==> config.mk <==
export PLATFORM = sky130hd
export DESIGN_NAME = io_interrupt_redirector_core
export DESIGN_NICKNAME = d
export VERILOG_FILES = /design/src/rtl/ioir_pkg.sv /design/src/rtl/io_interrupt_redirector_core.sv
export SDC_FILE = /design/constraint.sdc
export NUM_CORES = 2
export LEC_CHECK = 0
export ABC_CLOCK_PERIOD_IN_PS = 7300
export BUFFER_PORTS_ARGS = -buffer_cell sky130_fd_sc_hd__buf_2
export CAP_MARGIN = 0
export CORE_UTILIZATION = 30
export CTS_CLUSTER_SIZE = 40
export DETAILED_ROUTE_END_ITERATION = 12
export PLACE_DENSITY = 0.5
export SETUP_SLACK_MARGIN = 0.2
export SYNTH_ARGS = -nofsm -noshare
export SYNTH_HDL_FRONTEND = slang
export SYNTH_SLANG_ARGS = --single-unit
==> constraint.sdc <==
create_clock -name clk -period 7.3 [get_ports clk]
set_clock_uncertainty 0.2 [all_clocks]
set_input_delay 0 -clock clk [delete_from_list [all_inputs] [get_ports clk]]
set_output_delay 0 -clock clk [all_outputs]
set_load 0.1 [all_outputs]
==> src/rtl/ioir_pkg.sv <==
`timescale 1ns / 1ps
// ----------------------------------------------------------------------------
// ioir_pkg
// Types, register codes and constants for the I/O interrupt redirector.
// ----------------------------------------------------------------------------
package ioir_pkg;

  // number of interrupt input lines
  localparam int NUM_PINS  = 24;
  localparam int PIN_W     = (NUM_PINS > 1) ? $clog2(NUM_PINS) : 1;
  localparam int TBL_WORDS = 2 * NUM_PINS;
  localparam int TBL_AW    = PIN_W + 1;

  // operation codes
  localparam logic [2:0] OP_READ  = 3'd0;
  localparam logic [2:0] OP_WRITE = 3'd1;
  localparam logic [2:0] OP_RAISE = 3'd2;
  localparam logic [2:0] OP_LOWER = 3'd3;
  localparam logic [2:0] OP_EOI   = 3'd4;

  // result kinds
  localparam logic [1:0] KIND_READ = 2'd0;
  localparam logic [1:0] KIND_MSG  = 2'd1;
  localparam logic [1:0] KIND_ERR  = 2'd2;

  // register windows and index values
  localparam logic [7:0] WIN_INDEX = 8'h00;
  localparam logic [7:0] WIN_DATA  = 8'h01;
  localparam logic [7:0] SEL_ID    = 8'h00;
  localparam logic [7:0] SEL_VER   = 8'h01;
  localparam logic [7:0] SEL_TBL   = 8'h10;

  // redirection entry low word bits
  localparam int BIT_MASKED = 16;
  localparam int BIT_LEVEL  = 15;
  localparam int BIT_RIRR   = 14;
  localparam int BIT_POL    = 13;

  localparam logic [31:0] LO_RESET    = 32'h0001_0000;
  localparam logic [31:0] VERSION_REG = 32'h0000_0011 | (32'(NUM_PINS - 1) << 16);

  // delivery modes that are rewritten
  localparam logic [2:0] DM_LOWEST     = 3'd1;
  localparam logic [2:0] DM_LOWEST_OUT = 3'd3;
  localparam logic [2:0] DM_EXTINT     = 3'd7;

  // legacy line that stands for line 0
  localparam logic [4:0] PIN_ZERO_ALIAS = 5'd2;

  typedef struct packed {
    logic [2:0]  operation;
    logic [11:0] address_offset;
    logic [31:0] write_data;
    logic [4:0]  pin;
    logic [7:0]  eoi_vector;
  } in_item_t;

  typedef struct packed {
    logic [1:0]  kind;
    logic [31:0] read_data;
    logic [7:0]  vector;
    logic [2:0]  delivery_type;
    logic        level_triggered;
    logic        vector_from_pic;
    logic        last;
  } out_item_t;

  typedef enum logic [3:0] {
    S_IDLE,
    S_DECODE,
    S_RD_DATA,
    S_WR_CMP,
    S_PIN,
    S_EOI,
    S_SCAN_RD,
    S_SCAN,
    S_FLUSH
  } state_t;

endpackage

==> src/rtl/io_interrupt_redirector_core.sv <==
`timescale 1ns / 1ps
// ----------------------------------------------------------------------------
// io_interrupt_redirector_core
// I/O interrupt redirector: index/data register window, 24 pin inputs with
// edge and level handling, remote EOI, and a sequenced redirection table scan.
// ----------------------------------------------------------------------------
// Usage
//   in_valid/in_stall/in_data carry one request (register read or write, pin
//   raise or lower, remote EOI). out_valid/out_stall/out_data return results:
//   read data, interrupt messages or an unknown-window write error; the final result
//   of a request has last set. cfg_we/cfg_wdata write the enable bit.
// Timing
//   One request at a time; in_stall stays high until the request is finished.
//   Remote EOI walks the table at one entry per cycle. A table write or pin
//   raise that changes state runs a scan, one entry per cycle through the
//   single table memory read port unless it halts for a stalled receiver.
// Reset
//   rst_n clears the registers, the pending and level masks and the entry
//   valid bits; entries never written read as masked. The block is enabled.
// Stall
//   Results go through one output register plus one held message; while the
// receiver stalls and a message is held, the scan halts at the next unmasked pending entry.
// ----------------------------------------------------------------------------
module io_interrupt_redirector_core
  import ioir_pkg::*;
(
  input  logic      clk,
  input  logic      rst_n,
  input  logic      in_valid,
  output logic      in_stall,
  input  in_item_t  in_data,
  output logic      out_valid,
  input  logic      out_stall,
  output out_item_t out_data,
  input  logic      cfg_we,
  input  logic      cfg_wdata
);

  // control and software-visible state
  state_t                state_r, state_nxt;
  logic                  enabled_r;
  in_item_t              item_r;
  logic [31:0]           index_select_r, index_select_nxt;
  logic [3:0]            apic_id_r, apic_id_nxt;
  logic [NUM_PINS-1:0]   pending_r, pending_nxt;
  logic [NUM_PINS-1:0]   pin_level_r, pin_level_nxt;
  logic [PIN_W-1:0]      cnt_r, cnt_nxt;
  out_item_t             held_r, held_nxt;
  logic                  held_valid_r, held_valid_nxt;
  logic                  out_valid_r;
  out_item_t             out_data_r;

  // table memory and its ports
  logic [31:0]           tbl_mem_r [TBL_WORDS];
  logic [TBL_WORDS-1:0]  tbl_valid_r;
  logic [31:0]           mem_q_r;
  logic                  rd_valid_r;
  logic                  rd_hi_r;
  logic                  mem_re;
  logic [TBL_AW-1:0]     mem_raddr;
  logic                  mem_we;
  logic [TBL_AW-1:0]     mem_waddr;
  logic [31:0]           mem_wdata;
  logic [31:0]           tbl_rdata;

  // decode helpers
  logic                  out_free;
  logic                  push;
  logic                  push_last;
  out_item_t             push_item;
  logic                  accept;
  logic [7:0]            win;
  logic [7:0]            sel;
  logic [7:0]            tbl_off;
  logic                  sel_tbl;
  logic [4:0]            line_map;
  logic                  line_ok;
  logic [PIN_W-1:0]      line_idx;
  logic [31:0]           lo_upd;
  logic                  scan_hit;
  logic                  cnt_last;
  out_item_t             scan_msg;
  out_item_t             rd_msg;
  logic [31:0]           rd_value;

  assign accept   = in_valid && !in_stall;
  assign in_stall = (state_r != S_IDLE);
  assign out_free = !out_valid_r || !out_stall;
  assign out_valid = out_valid_r;
  assign out_data  = out_data_r;

  // effective table word: never-written entries read as their reset value
  assign tbl_rdata = rd_valid_r ? mem_q_r : (rd_hi_r ? 32'h0 : LO_RESET);

  assign win      = item_r.address_offset[11:4];
  assign sel      = index_select_r[7:0];
  assign tbl_off  = sel - SEL_TBL;
  assign sel_tbl  = (sel >= SEL_TBL) && (tbl_off < 8'(TBL_WORDS));
  assign line_map = (item_r.pin == 5'd0) ? PIN_ZERO_ALIAS : item_r.pin;
  assign line_ok  = enabled_r && ({1'b0, line_map} < 6'(NUM_PINS));
  assign line_idx = line_map[PIN_W-1:0];
  assign cnt_last = (cnt_r == PIN_W'(NUM_PINS - 1));

  // message built from the entry under the scan
  assign scan_hit = !tbl_rdata[BIT_MASKED] && pending_r[cnt_r];
  always_comb begin
    scan_msg                 = '0;
    scan_msg.kind            = KIND_MSG;
    scan_msg.vector          = tbl_rdata[7:0];
    scan_msg.delivery_type   = tbl_rdata[10:8];
    scan_msg.level_triggered = tbl_rdata[BIT_LEVEL];
    if (tbl_rdata[10:8] == DM_LOWEST) begin
      scan_msg.delivery_type = DM_LOWEST_OUT;
    end else if (tbl_rdata[10:8] == DM_EXTINT) begin
      scan_msg.vector          = 8'h00;
      scan_msg.vector_from_pic = 1'b1;
    end
  end

  // register read value outside the table
  always_comb begin
    rd_value = 32'h0;
    if (win == WIN_INDEX) begin
      rd_value = index_select_r;
    end else if (win == WIN_DATA) begin
      if (sel == SEL_ID) begin
        rd_value = {4'h0, apic_id_r, 24'h0};
      end else if (sel == SEL_VER) begin
        rd_value = VERSION_REG;
      end
    end
  end

  always_comb begin
    rd_msg      = '0;
    rd_msg.kind = KIND_READ;
    rd_msg.read_data = (state_r == S_RD_DATA) ? tbl_rdata : rd_value;
  end

  // pin raise or lower applied to the entry low word
  always_comb begin
    lo_upd = tbl_rdata;
    if (item_r.operation == OP_RAISE) begin
      lo_upd[BIT_POL] = 1'b1;
      if (tbl_rdata[BIT_LEVEL]) begin
        lo_upd[BIT_RIRR] = 1'b1;
      end
    end else begin
      lo_upd[BIT_POL] = 1'b0;
    end
  end

  // sequencer: next state, memory port and result control
  always_comb begin
    state_nxt        = state_r;
    index_select_nxt = index_select_r;
    apic_id_nxt      = apic_id_r;
    pending_nxt      = pending_r;
    pin_level_nxt    = pin_level_r;
    cnt_nxt          = cnt_r;
    held_nxt         = held_r;
    held_valid_nxt   = held_valid_r;
    mem_re           = 1'b0;
    mem_raddr        = '0;
    mem_we           = 1'b0;
    mem_waddr        = '0;
    mem_wdata        = '0;
    push             = 1'b0;
    push_last        = 1'b0;
    unique case (state_r)
      S_IDLE: begin
        if (accept) begin
          state_nxt = S_DECODE;
        end
      end
      S_DECODE: begin
        state_nxt = S_IDLE;
        unique case (item_r.operation) inside
          OP_READ: begin
            if (win == WIN_DATA && sel_tbl) begin
              mem_re    = 1'b1;
              mem_raddr = tbl_off[TBL_AW-1:0];
              state_nxt = S_RD_DATA;
            end else begin
              held_nxt       = rd_msg;
              held_valid_nxt = 1'b1;
              state_nxt      = S_FLUSH;
            end
          end
          OP_WRITE: begin
            if (win == WIN_INDEX) begin
              index_select_nxt = item_r.write_data;
            end else if (win == WIN_DATA) begin
              if (sel == SEL_ID) begin
                apic_id_nxt = item_r.write_data[27:24];
              end else if (sel_tbl) begin
                mem_re    = 1'b1;
                mem_raddr = tbl_off[TBL_AW-1:0];
                state_nxt = S_WR_CMP;
              end
            end else begin
              held_nxt       = '0;
              held_nxt.kind  = KIND_ERR;
              held_valid_nxt = 1'b1;
              state_nxt      = S_FLUSH;
            end
          end
          OP_RAISE, OP_LOWER: begin
            if (line_ok) begin
              mem_re    = 1'b1;
              mem_raddr = {line_idx, 1'b0};
              state_nxt = S_PIN;
            end
          end
          OP_EOI: begin
            mem_re    = 1'b1;
            mem_raddr = '0;
            cnt_nxt   = '0;
            state_nxt = S_EOI;
          end
          default: begin
            state_nxt = S_IDLE;
          end
        endcase
      end
      S_RD_DATA: begin
        held_nxt       = rd_msg;
        held_valid_nxt = 1'b1;
        state_nxt      = S_FLUSH;
      end
      S_WR_CMP: begin
        if (tbl_rdata != item_r.write_data) begin
          mem_we    = 1'b1;
          mem_waddr = tbl_off[TBL_AW-1:0];
          mem_wdata = item_r.write_data;
          state_nxt = S_SCAN_RD;
        end else begin
          state_nxt = S_IDLE;
        end
      end
      S_PIN: begin
        mem_we    = 1'b1;
        mem_waddr = {line_idx, 1'b0};
        mem_wdata = lo_upd;
        state_nxt = S_IDLE;
        if (item_r.operation == OP_RAISE) begin
          if (tbl_rdata[BIT_LEVEL]) begin
            if (!tbl_rdata[BIT_RIRR]) begin
              pin_level_nxt[line_idx] = 1'b1;
              pending_nxt[line_idx]   = 1'b1;
              state_nxt               = S_SCAN_RD;
            end
          end else if (!pin_level_r[line_idx]) begin
            pin_level_nxt[line_idx] = 1'b1;
            pending_nxt[line_idx]   = 1'b1;
            state_nxt               = S_SCAN_RD;
          end
        end else begin
          pin_level_nxt[line_idx] = 1'b0;
          if (tbl_rdata[BIT_LEVEL]) begin
            pending_nxt[line_idx] = 1'b0;
          end
        end
      end
      S_EOI: begin
        // write back entry cnt while reading entry cnt + 1
        if (tbl_rdata[7:0] == item_r.eoi_vector) begin
          mem_we              = 1'b1;
          mem_waddr           = {cnt_r, 1'b0};
          mem_wdata           = tbl_rdata;
          mem_wdata[BIT_RIRR] = 1'b0;
        end
        if (cnt_last) begin
          state_nxt = S_IDLE;
        end else begin
          cnt_nxt   = cnt_r + PIN_W'(1);
          mem_re    = 1'b1;
          mem_raddr = {cnt_r + PIN_W'(1), 1'b0};
        end
      end
      S_SCAN_RD: begin
        mem_re    = 1'b1;
        mem_raddr = '0;
        cnt_nxt   = '0;
        state_nxt = S_SCAN;
      end
      S_SCAN: begin
        // hold on a hit while the previous message cannot leave
        if (!(scan_hit && held_valid_r && !out_free)) begin
          if (scan_hit) begin
            push           = held_valid_r;
            held_nxt       = scan_msg;
            held_valid_nxt = 1'b1;
            if (!tbl_rdata[BIT_LEVEL]) begin
              pending_nxt[cnt_r] = 1'b0;
            end
          end
          if (cnt_last) begin
            state_nxt = S_FLUSH;
          end else begin
            cnt_nxt   = cnt_r + PIN_W'(1);
            mem_re    = 1'b1;
            mem_raddr = {cnt_r + PIN_W'(1), 1'b0};
          end
        end
      end
      S_FLUSH: begin
        if (!held_valid_r) begin
          state_nxt = S_IDLE;
        end else if (out_free) begin
          push           = 1'b1;
          push_last      = 1'b1;
          held_valid_nxt = 1'b0;
          state_nxt      = S_IDLE;
        end
      end
      default: begin
        state_nxt = S_IDLE;
      end
    endcase
  end

  // item leaving for the output register
  always_comb begin
    push_item      = held_r;
    push_item.last = push_last;
  end

  // control registers
  always_ff @(posedge clk) begin
    if (!rst_n) begin
      state_r        <= S_IDLE;
      enabled_r      <= 1'b1;
      index_select_r <= '0;
      apic_id_r      <= '0;
      pending_r      <= '0;
      pin_level_r    <= '0;
      cnt_r          <= '0;
      held_valid_r   <= 1'b0;
      out_valid_r    <= 1'b0;
    end else begin
      state_r        <= state_nxt;
      index_select_r <= index_select_nxt;
      apic_id_r      <= apic_id_nxt;
      pending_r      <= pending_nxt;
      pin_level_r    <= pin_level_nxt;
      cnt_r          <= cnt_nxt;
      held_valid_r   <= held_valid_nxt;
      if (cfg_we) begin
        enabled_r <= cfg_wdata;
      end
      if (push) begin
        out_valid_r <= 1'b1;
      end else if (!out_stall) begin
        out_valid_r <= 1'b0;
      end
    end
  end

  // payload registers
  always_ff @(posedge clk) begin
    if (accept) begin
      item_r <= in_data;
    end
    held_r <= held_nxt;
    if (push) begin
      out_data_r <= push_item;
    end
  end

  // redirection table memory, registered read
  always_ff @(posedge clk) begin
    if (mem_we) begin
      tbl_mem_r[mem_waddr] <= mem_wdata;
    end
    if (mem_re) begin
      mem_q_r <= tbl_mem_r[mem_raddr];
    end
  end

  // per-word valid bits and read-side tags
  always_ff @(posedge clk) begin
    if (!rst_n) begin
      tbl_valid_r <= '0;
      rd_valid_r  <= 1'b0;
      rd_hi_r     <= 1'b0;
    end else begin
      if (mem_we) begin
        tbl_valid_r[mem_waddr] <= 1'b1;
      end
      if (mem_re) begin
        rd_valid_r <= tbl_valid_r[mem_raddr];
        rd_hi_r    <= mem_raddr[0];
      end
    end
  end

  // checks
  a_held_idle: assert property (@(posedge clk) disable iff (!rst_n)
    (state_r == S_IDLE) |-> !held_valid_r)
    else $error("message held while idle");

  a_no_write_idle: assert property (@(posedge clk) disable iff (!rst_n)
    (state_r == S_IDLE) |-> !mem_we)
    else $error("table written while idle");

  a_last_ends: assert property (@(posedge clk) disable iff (!rst_n)
    (push && push_last) |=> (state_r == S_IDLE))
    else $error("final result without return to idle");

  a_cnt_range: assert property (@(posedge clk) disable iff (!rst_n)
    ({1'b0, cnt_r} < (PIN_W + 1)'(NUM_PINS)))
    else $error("entry counter out of range");

  a_push_room: assert property (@(posedge clk) disable iff (!rst_n)
    push |-> (out_free && held_valid_r))
    else $error("result pushed without room or content");

endmodule

Word level (Yosys, flattened, before mapping)
Memories as Yosys holds them, arrays and structs flattened. A register that Yosys moved wholly into a read port is not among the register bits.
Index checks and enable logic that the tools add are counted.

word-level totals
  output and inout port bits = 50
  input bits = 66
  logic and storage cells = 242
  memory bits (writable) = 1536
  register bits after elaboration = 301
  memories kept = 1

operators by class
  reductions and logical operators = 35
  bitwise logic cells = 9
  eq/ne operators = 37
  magnitude comparators = 10
  muxes and demuxes = 118
  add/subtract/negate cells = 2

memory list
  name       words  bits a word  rd ports  clocked after memory_dff  wr ports  line                                text
  tbl_mem_r  48     32           1         1                         1         io_interrupt_redirector_core.sv:54  logic [31:0] tbl_mem_r [TBL_WORDS];

operator list
  operator            number
  $mux 24             12
  $mux 48             5
  $mux 32             6
  $pmux 48 s3         1
  $pmux 32 s3         1
  $pmux 48 s2         1
  $and 24x24->24      3
  $mux 6              10
  $pmux 6 s3          3
  $not 24->24         2
  $or 24x24->24       2
  $or 48x48->48       1
  $pmux 24 s2         1
  $mux 4              11
  $mux 1              36
  $pmux 4 s9          1
  $ne 32x32->1        1
  $mux 28             1
  $ne 3x3->1 const B  9
  $mux 21             1
  $reduce_and 7->1    3
  $mux 5              4
  $pmux 5 s4          1
  $mux 17             1
  47 further kinds    94

Depth between registers and ports, before layout
  depth in word-level cells = 11
  depth in mapped cells = 16
  mapped depth without buffers = 11

Worst setup path before layout
No wires, ideal clock.

  path type = register to register
  start point = reg mem_q_r[5], read port of tbl_mem_r
  end point = mem tbl_mem_r[27][0], enable pin
  required time = 6595 ps
  clock period less this slack = 6317 ps
  path buffers = 3
  setup slack = 983 ps
  arrival = 5612 ps
  library setup time = 505 ps
  cell stages (with the launch flop) = 12
  cells stage by stage = edfxtp_1 buf_2 xor2_1 o22ai_1 a22oi_1 or4_1 nor3_2 buf_2 a221oi_1 or3_1 buf_2 nor4_1

between the ends
  word-level cells in the longest chain between the ends = 6
  elaborated cells between the ends (all ways) = 11
  those cells by class = eq/ne: 2; mux: 9

RTL lines
  element                                            line                                                                      text
  from (decl)                                        io_interrupt_redirector_core.sv:56                                        logic [31:0] mem_q_r;
  $mux 32 (*)                                        io_interrupt_redirector_core.sv:93                                        assign tbl_rdata = rd_valid_r ? mem_q_r : (rd_hi_r ? 32'h0 : LO_RESET);
  $ne 32x32->1 / $eq 8x8->1 (equally long branches)  io_interrupt_redirector_core.sv:232, io_interrupt_redirector_core.sv:267
  $mux 1 (on tied branches)                          io_interrupt_redirector_core.sv:232, io_interrupt_redirector_core.sv:267
  $pmux 1 s3                                         io_interrupt_redirector_core.sv:170                                       unique case (state_r)
  $mux 1                                             io_interrupt_redirector_core.sv:373                                       if (mem_we) begin
  $mux 1 (implied by the code)                       io_interrupt_redirector_core.sv:374                                       tbl_mem_r[mem_waddr] <= mem_wdata;
  to (decl)                                          io_interrupt_redirector_core.sv:54

Mark *: on every way between the ends. The rest lies on a longest branch, timed or not.

Final worst setup path
  start point = reg item_r[54] (netlist name)
  end point = reg mem_q_r[9], read port of tbl_mem_r, data pin

between the ends
  word-level cells in the longest chain between the ends = 5
  elaborated cells between the ends (all ways) = 13
  those cells by class = eq/ne: 1; mux: 10; reduce/logical: 2

RTL lines
  element                                          line                                                                      text
  from (decl)                                      io_interrupt_redirector_core.sv:42                                        in_item_t item_r;
  from (signal assigned)                           io_interrupt_redirector_core.sv:363                                       item_r <= in_data;
  $eq 8x1->1                                       io_interrupt_redirector_core.sv:180, io_interrupt_redirector_core.sv:193
  $mux 1 (tied with other cells)                   io_interrupt_redirector_core.sv:193                                       end else if (win == WIN_DATA) begin
  $mux 1 (tied with other cells)                   io_interrupt_redirector_core.sv:191                                       if (win == WIN_INDEX) begin
  $pmux 1 s4 / $pmux 6 s3 (equally long branches)  io_interrupt_redirector_core.sv:178                                       unique case (item_r.operation) inside
  $pmux 1 s4 / $pmux 6 s3 (equally long branches)  io_interrupt_redirector_core.sv:170

Several ways; a longest one is shown, not always the timed one.
A chain may end at the register's enable or synchronous reset.

==> run summary <==
final antenna-violating net count: 0
post-layout instance area: 86,420 sq um
CTS tree: built
die area: 247,100 sq um
Placed Area: 78,960 sq um
sequential area share after synthesis: 74.14%
Worst-Margin Slew: 1.163 ns
fmax: 172.8 MHz
worst rel slew slack: 22.33%
Leak: 24.09 nW
largest net degree at the start of global routing: 85
number of max-cap violations: 0
H-tree levels: 4
pre-CTS setup slack: 1.412 ns
library cells used by synthesis: 81
DRT Wirelength: 208,600 um
# setup viols final: 0
async set-reset flop share out of synthesis: 0%
RSZ-0062 raised after global routing: false
commonest non-fill, non-tap cell in the layout: edfxtp_1
final cell count without fillers: 7,678
synthesized net count: 4,043
vias per cell: 5.181
worst skew pair latency: 0.85 ns
initial antenna violation count: 4
Clk network pwr share: 42.9%
Layout area overhead: 17.52%
fin. max-slew vios: 0
CTS Sinks: 1,864
Psw: 5.075 mW
Util after Layout: 35.50%
min Tclk post-route: 5.787 ns
critical path class: reg2reg
Power Internal: 17.59 mW
routability cong.: 0.8568
setup tns final: 0 ns
WP data arrival: 6.16 ns
prevailing post-synth register cell: edfxtp_1
sequential share of power: 52.2%
core area: 243,500 sq um
Hold Crit Class: in2reg
crit end category: register
DRC: 0
first-pass GRT wire length: 299,700 um
status: finished, final reports clean
Yosys Warn Count: 0
register area: 54,520 sq um
Pwr Total: 22.66 mW
Layout fillers: 22,701
Placed Instances: 7,204
gr usage total: 16.74%
TritonRoute pass-1 iters: 5
period utilization: 79.27%
PortBufs: 111
Final Hold Fails: 0
commonest cells after routing, fill and taps aside: edfxtp_1 (1,719), mux4_2 (398), nand2_1 (347)
Post-Synthesis Cells: 3,971
Final nets: 4,386
Logic pwr share: 5.0%
startpoint types: register
Min Hold Slack: 0.1226 ns
total CTS buffers: 189
DIE WIDTH: 497.1 um
wire per inst: 27.17 um
clock tree buffer depth: 3
Pwr Density: 262.2 nW/um^2
crit-path max FO: 43
dpl hpwl: 120,200 um
layout cells sized above 1: 24.36%
Worst EP required: 7.67 ns
Initial Util: 30.21%
FP Rows: 181
die height: 497.1 um
Post-Syn Area: 73,540 sq um
vias after detailed routing: 39,781
total grt overflow: 0
final worst slack: 1.513 ns
Worst-path clk slew: 0.06 ns
Seq cells post-synth: 1,864
area taken by multi-input logic gates: 18,340 sq um
DR iter-0 viols: 4,099
IO Pins: 116
number of global-route vias before repair: 40,766
root buffer cell: clkbuf_16
sw frac: 22.40%
peak supply drop: 0.0001632 V
Post-Syn Area per Cell: 18.52 sq um
Post-synth EDFFs: 1,719
power groups by stage:
stage	combinational [mW]	sequential (mW)	clock [mW]
2_1_floorplan	0.720	11.9	0
3_3_place_gp	1.08	12.0	0
3_5_place_dp	1.09	12.0	0
4_1_cts	1.14	11.8	9.94
5_1_grt	1.20	11.8	10.3
6_report	1.13	11.8	9.71
final timing paths:
kind | slack [ns] | depth (start not counted) | start | endpoint
worst max-delay path | 1.51 | 10 | item_r[54] | mem_q_r[9]
worst min-delay path | 0.12 | 3 | rst_n | held_valid_r
worst max register to register | 1.51 | 10 | item_r[54] | mem_q_r[9]
worst min register to register | 0.22 | 0 | held_r[11] | out_data[11]
cell type report:
cell class                 instances  area share, %
clock buffer                     238          5.939
tap                             3202          4.636
antenna                            1       0.002896
clock inverter                   114          1.294
multi-input combinational       1840          21.22
timing repair buffer             406          3.761
inverter                          13        0.05646
sequential                      1864          63.09
registers in the layout, summed over array words and instances (netlist names), named ones only:
register,count
tbl_valid_r,48
out_valid,1
tbl_mem_r,1536
held_valid_r,1
mem_q_r,32
apic_id_r,4
item_r,56
out_data,48
cnt_r,5
index_select_r,32
rd_hi_r,1
held_r,47
rd_valid_r,1
state_r,4
enabled_r,1
critical path, cell delays in order (launching register included):
cell	delay, ns
edfxtp_1	0.37
nor4_1	0.79
nand3_1	0.43
nor4_2	0.70
a2111o_2	0.69
buf_12	0.40
mux4_2	0.55
a22oi_1	0.25
a21oi_1	0.18
a21oi_1	0.75
o21ai_1	0.11
cells in the mapped netlist, types with 21 or more instances:
library cell	instances	share of area (%)
edfxtp_1	1719	70
nand3b_1	21	0.21
nand3_1	131	0.89
a31oi_1	30	0.26
nor3_1	21	0.14
o21ai_0	89	0.61
a21oi_1	78	0.53
dfxtp_1	145	3.9
nor4_1	21	0.18
a21boi_0	78	0.80
nor4_2	26	0.44
a22oi_1	156	1.6
mux4_2	398	12
o21a_1	57	0.58
buf_6	29	0.44
nand2_1	349	1.8
clkbuf_1	149	0.76
a22o_1	39	0.46
o21ai_1	34	0.23
buf_2	54	0.37
nor2_1	87	0.44
metal layers:
layer	global-route usage (%)	wire length [um]	share of wire, %	vias up
met5	0	9	0.0043	-
met4	6.043	6814	3.3	2
met3	2.811	11570	5.5	298
met2	26.48	97710	47	1186
met1	23.15	92490	44	21408
li1	-	-	-	16887
timing repair:
item                                    4_1_cts  5_1_grt
hold buffers                                121        0
resized for setup                             0        0
endpoints found under the hold margin       224        0
buffers inserted                              0        0
endpoints found under the setup margin        0        0
cell families (layout without fill, tap and decap cells):
kind of cell | after synthesis | after routing | synth area share [%]
DFF | 1864 | 1864 | 74.14
and+or+nand+nor | 759 | 759 | 5.220
AOI/OAI and AO/OA | 640 | 640 | 5.993
muxes | 415 | 415 | 12.42
buffers and inverters | 267 | 771 | 1.882
xor gates and xnor gates | 20 | 20 | 0.2382
adders and majority gates | 6 | 6 | 0.1021
other | 0 | 1 | 0
(Power assumes the default switching activity.)
